===== src/rtl/core/assert_macros.svh =====
// Assertion macros shared by the push-out resolver RTL.
// Included by the modules that carry concurrent checks; no other dependencies.
`ifndef ASSERT_MACROS_SVH
`define ASSERT_MACROS_SVH

// Property must hold at every clock edge outside reset.
`define ASSERT_ALWAYS(lbl, clk_s, rst_s, prop, msg) \
  lbl: assert property (@(posedge clk_s) disable iff (rst_s) prop) else $error(msg);

// Condition must never be true at a clock edge outside reset.
`define ASSERT_NEVER(lbl, clk_s, rst_s, cond, msg) \
  lbl: assert property (@(posedge clk_s) disable iff (rst_s) !(cond)) else $error(msg);

`endif


===== src/rtl/core/apor_pkg.sv =====
// Shared types and constants for the box push-out resolver.
// Used by every module of the block; depends on nothing else.
`default_nettype none

package apor_pkg;

  // Command codes carried in the mode field.
  localparam logic [1:0] MODE_WRITE   = 2'd0;
  localparam logic [1:0] MODE_RESOLVE = 2'd1;
  localparam logic [1:0] MODE_READ    = 2'd2;

  localparam logic [3:0]  CNT_MAX = 4'd15;

  // One input transaction.
  typedef struct packed {
    logic [1:0]         mode;
    logic [3:0]         slot;
    logic signed [31:0] in_x;
    logic signed [31:0] in_y;
    logic signed [31:0] in_z;
    logic [30:0]        in_half_x;
    logic [30:0]        in_half_y;
    logic [30:0]        in_half_z;
    logic               in_trigger;
    logic               in_static;
    logic               in_present;
  } in_item_t;

  // One result transaction.
  typedef struct packed {
    logic signed [31:0] res_x;
    logic signed [31:0] res_y;
    logic signed [31:0] res_z;
    logic [3:0]         contacts;
  } res_item_t;

  // One slot of the box table.
  typedef struct packed {
    logic [31:0] ctr_x;
    logic [31:0] ctr_y;
    logic [31:0] ctr_z;
    logic [30:0] ext_x;
    logic [30:0] ext_y;
    logic [30:0] ext_z;
    logic        trig;
    logic        stat;
    logic        pres;
  } entry_t;

  // Commands from the controller to the datapath.
  typedef struct packed {
    logic load;         // capture the incoming transaction
    logic wr_item;      // write the captured transaction into its slot
    logic rd_slot;      // read the table at the command slot
    logic rd_walk;      // read the table at the walk index
    logic latch_mover;  // keep the mover's extents and static flag
    logic eval;         // compute overlaps against the entry just read
    logic apply;        // apply the push-out for the evaluated entry
  } cmd_t;

  // Status from the datapath to the controller.
  typedef struct packed {
    logic [1:0] mode;
    logic       ok;     // command slot lies inside the table
    logic       skip;   // entry just read takes no part in the resolve
  } sts_t;

endpackage

`default_nettype wire


===== src/rtl/core/apor_ctrl.sv =====
// Controller of the resolver: command sequencing and the walk over the table.
// Depends on apor_pkg for command and status types and on assert_macros.svh.
`default_nettype none
`include "assert_macros.svh"

module apor_ctrl #(
  parameter int SLOTS = 16
) (
  input  wire logic                     clk,
  input  wire logic                     rst,
  input  wire logic                     start,
  input  wire apor_pkg::sts_t           sts,
  output logic                          busy,
  output logic                          done,
  output apor_pkg::cmd_t                cmd,
  output logic [$clog2(SLOTS)-1:0]      idx_addr
);

  localparam int IW = $clog2(SLOTS);
  localparam int CW = $clog2(SLOTS + 1);

  localparam logic [2:0] S_IDLE = 3'd0;
  localparam logic [2:0] S_DEC  = 3'd1;
  localparam logic [2:0] S_RDW  = 3'd2;
  localparam logic [2:0] S_MOV  = 3'd3;
  localparam logic [2:0] S_OVL  = 3'd4;
  localparam logic [2:0] S_UPD  = 3'd5;
  localparam logic [2:0] S_DONE = 3'd6;

  logic [2:0]    state, state_next;
  logic [CW-1:0] idx, idx_next;
  logic          last;

  // All slots have been read once the walk index reaches the table depth.
  assign last     = (idx == CW'(SLOTS));
  assign idx_addr = idx[IW-1:0];

  // Next-state and command decode.
  always_comb begin
    cmd        = '0;
    state_next = state;
    idx_next   = idx;
    unique case (state)
      S_IDLE: begin
        if (start) begin
          cmd.load   = 1'b1;
          state_next = S_DEC;
        end
      end
      S_DEC: begin
        idx_next = '0;
        unique case (sts.mode)
          apor_pkg::MODE_WRITE: begin
            cmd.wr_item = 1'b1;
            state_next  = S_DONE;
          end
          apor_pkg::MODE_READ: begin
            cmd.rd_slot = 1'b1;
            state_next  = S_RDW;
          end
          apor_pkg::MODE_RESOLVE: begin
            if (sts.ok) begin
              cmd.rd_slot = 1'b1;
              state_next  = S_MOV;
            end else begin
              state_next = S_DONE;
            end
          end
          default: begin
            state_next = S_DONE;
          end
        endcase
      end
      S_RDW: begin
        state_next = S_DONE;
      end
      S_MOV: begin
        cmd.latch_mover = 1'b1;
        cmd.rd_walk     = 1'b1;
        idx_next        = idx + CW'(1);
        state_next      = S_OVL;
      end
      S_OVL: begin
        cmd.eval = 1'b1;
        if (!sts.skip) begin
          state_next = S_UPD;
        end else if (last) begin
          state_next = S_DONE;
        end else begin
          cmd.rd_walk = 1'b1;
          idx_next    = idx + CW'(1);
        end
      end
      S_UPD: begin
        cmd.apply = 1'b1;
        if (last) begin
          state_next = S_DONE;
        end else begin
          cmd.rd_walk = 1'b1;
          idx_next    = idx + CW'(1);
          state_next  = S_OVL;
        end
      end
      S_DONE: begin
        state_next = S_IDLE;
      end
      default: begin
        state_next = S_IDLE;
      end
    endcase
  end

  // State and walk index registers.
  always_ff @(posedge clk) begin
    if (rst) begin
      state <= S_IDLE;
      idx   <= '0;
    end else begin
      state <= state_next;
      idx   <= idx_next;
    end
  end

  assign busy = (state != S_IDLE);
  assign done = (state == S_DONE);

  // A result strobe lasts one cycle and an accepted command raises busy.
  `ASSERT_ALWAYS(a_done_single, clk, rst, done |=> !done, "result strobe held for more than one cycle")
  `ASSERT_ALWAYS(a_accept_busy, clk, rst, start && !busy |=> busy, "accepted command did not raise busy")

endmodule

`default_nettype wire


===== config.mk =====
export PLATFORM = sky130hd
export DESIGN_NAME = apor_ctrl
export DESIGN_NICKNAME = d
export VERILOG_FILES = /design/src/rtl/core/apor_pkg.sv /design/src/rtl/core/apor_ctrl.sv
export VERILOG_INCLUDE_DIRS = /design/src /design/src/rtl/core
export SDC_FILE = /design/constraint.sdc
export NUM_CORES = 1
export LEC_CHECK = 0
export ABC_AREA = 0
export BUFFER_PORTS_ARGS = -buffer_cell sky130_fd_sc_hd__buf_2
export CAP_MARGIN = 20
export CORE_MARGIN = 3
export CORE_UTILIZATION = 35
export CTS_BUF_LIST = sky130_fd_sc_hd__clkbuf_16
export DETAILED_ROUTE_END_ITERATION = 8
export PLACE_DENSITY = 0.62
export SYNTH_ARGS = -nofsm -noshare
export SYNTH_HDL_FRONTEND = slang
export SYNTH_SLANG_ARGS = --single-unit

===== constraint.sdc =====
create_clock -name clk -period 1.9 [get_ports clk]
set_input_delay 0.285 -clock clk [delete_from_list [all_inputs] [get_ports clk]]
set_output_delay 0.285 -clock clk [all_outputs]
set_load 0.02 [all_outputs]

==> flow_summary_export.csv <==
group,metric,value,unit
critical_path,cp_data_required_time,1.62,ns
timing,tightest_slew,0.531,ns
critical_path,reg2reg_from,"idx[0]",
clock_network,path_clk_slew,0.04,ns
critical_path,arrival,1.55,ns
run_status,outcome,"complete, no violations",
global_route,grt_max_degree,15,
global_route,grtUsageTotal,14.2,%
synth,ys_seq_area_share,23.0,%
clock_network,cts_tree,"done",
clock_network,postCtsHoldBufs,0,
cells_and_area,post-route-util,48.4,%
clock_network,root_buffer,"clkbuf_16",
placed_design,port_buffers,19,
drt,postRouteAntennaNets,0,
timing,skew,0.00268,ns
synth,synth-edff-count,0,
synth,postSynth.topFlopCell,"dfxtp_1",
placed_design,placedCellCount,125,
timing,max_freq,544,MHz
cells_and_area,drive_gt1_share,28.2,%
synth,synth-seq-cells,8,
drt,drt_drc_violations_left,0,
synth,synth.most_common_cell,"dfxtp_1",
timing,min_period_over_period,96.8,%
drt,vias,704,
critical_path,crit_type,"reg2out",
synth,synth_top_area_share,23.0,%
synth,ys_types,34,
drt,drt_pre_antenna_iters,4,
timing,drv_slew,0,
power,ir_drop,1.05,mV
synth,synth_area_leaders,"dfxtp_1 (23%), ha_1 (13%), o21ai_0 (5.0%), mux2i_1 (4.3%), a211oi_1 (4.3%)",
global_route,grt_pass1_wl,2.84,mm
clock_network,cts_buffer_depth,2,
cells_and_area,stdcell_count,128,
timing,fin_setup_tns,0,ns
worst_hold_path,hp-class,"in2reg",
die,die_area,2560,sq um
cells_and_area,area_growth,25.1,%
die,start_util,38.7,%
timing,slew_headroom,64.4,%
critical_path,startpoint,"idx[0]",
global_route,grt.overflow.total,0,
cells_and_area,multi_input_area,470,sq um
synth,syn_inst,86,
drt,drt_iter0_markers,8,
power,p_per_area,1440,nW/um^2
die,die_h,50.6,um
placed_design,gp_routability_congestion,0.855,
drt,drt-total-wl,1.58,mm
die,core-area,1800,sq um
die,die_w,50.6,um
flow_run,cap_violations,0,
die,rows,15,
clock_network,insertion_delay,0.23,ns
timing,finalSetupViolCount,0,
critical_path,startpoint_type,"flip-flop",
cells_and_area,fillCellCount,188,
timing,hold_viol,0,
timing,grt_setup_unrepaired,"false",
global_route,antenna_found_initial,0,
synth,synthTopCellsByCount,"dfxtp_1 (8), ha_1 (7), o21ai_0 (7)",
synth,synth_area,697,sq um
global_route,first_global_vias,671,
clock_network,cts_max_level,1,
cells_and_area,nets,119,
die,io-pin-count,20,
critical_path,worstSetupEndpointType,"output pin",
critical_path,cp_max_fo,5,
synth,ys_async_sr_fraction,0,%
placed_design,placed_area,790,sq um
clock_network,cts.sinks,8,
cells_and_area,diodes,0,
placed_design,dp_hpwl,1.24,mm
power,p_leak,0.402,nW
cells_and_area,final-seq-area,163,sq um
drt,detail_route.wl_per_cell,12.3,um
cells_and_area,final_area,872,sq um
synth,ys.warnings.count,0,
clock_network,numCtsBuffers,3,
synth,synth_nets,100,
synth,synth_largest_area_cell,"dfxtp_1",
timing,period_needed,1.84,ns
drt,drt-vias-per-instance,5.50,
worst_hold_path,min-delay-start,"rst",
synth,syn_area_per_cell,8.10,sq um
==> logic make-up after synthesis <==
logic type / synth area share (%)
buf+inv: 10.2
flops: 23.0
fa+ha+maj: 12.6
simple gates: 24.6
compound gates: 25.3
mux: 4.31
==> layout make-up <==
| class | count | share of cell area, % |
|---|---|---|
| sequential | 8 | 18.7 |
| tap | 25 | 3.59 |
| clock buffer | 3 | 8.61 |
| multi-input combinational | 65 | 53.9 |
| timing repair buffer | 21 | 12.6 |
| inverter | 6 | 2.58 |
==> sequential cells by signal (all words and copies together) (netlist names) <==
name / cells
idx: 5
state: 3
==> where the power goes <==
group | switching, mW | internal [mW] | leakage (nW) | total [mW]
registers | 0.0639 | 0.217 | 0.0660 | 0.281
clock network | 0.0796 | 0.271 | 0.0370 | 0.351
logic | 0.392 | 0.236 | 0.299 | 0.627
==> path summary, 6_finish.rpt <==
path	depth (start not counted)	to	slack, ns
min	2	idx[3]	0.33
max reg2reg	5	idx[1]	0.29
min reg2reg	2	idx[1]	0.51
max	6	cmd[3]	0.06
==> through the flow <==
stage	total power, mW	setup slack, ns	hold WS (ns)
2_1_floorplan	0.755	0.168	0.363
3_3_place_gp	0.892	0.287	0.499
3_5_place_dp	0.895	0.219	0.508
4_1_cts	1.26	0.00132	0.321
5_1_grt	1.36	0.000440	0.346
6_report	1.26	0.0610	0.331
==> metal layers <==
metal | track usage, % | wire length (um)
met5 | 0 | 0
met2 | 24.6 | 791
met3 | 6.23 | 113
met4 | 2.24 | 0
met1 | 16.3 | 673
==> critical path: stages, from the launching register on <==
cell and delay, ns:
dfxtp_2 0.34, inv_1 0.06, ha_1 0.21, and4bb_2 0.27, o21ai_1 0.15, a22o_1 0.14, buf_2 0.16
==> cells in the final DEF (no fill, tap or decap), drive strengths merged <==
master	n
buf	21
dfxtp	8
ha	7
o21ai	7
inv	6
nor2	5
nand2	4
a21oi	4
a211oi	4
and3	3
nor3	3
or4	3
mux2i	3
clkbuf	3
and2	2
nand4	2
o31ai	2
nor3b	1
and4bb	1
nand3b	1
nand2b	1
a22o	1
or3	1
a21o	1
a21bo	1
o21ba	1
o221ai	1
a21boi	1
nand4bb	1
o22ai	1
o211ai	1
o32a	1
nand3	1
==> what timing repair did <==
item	4_1_cts	5_1_grt
pin swaps	0	0
gates resized for setup	1	3
setup buffers	0	0
endpoints found under the setup margin	1	2
Power figures use the tool's default switching activity.
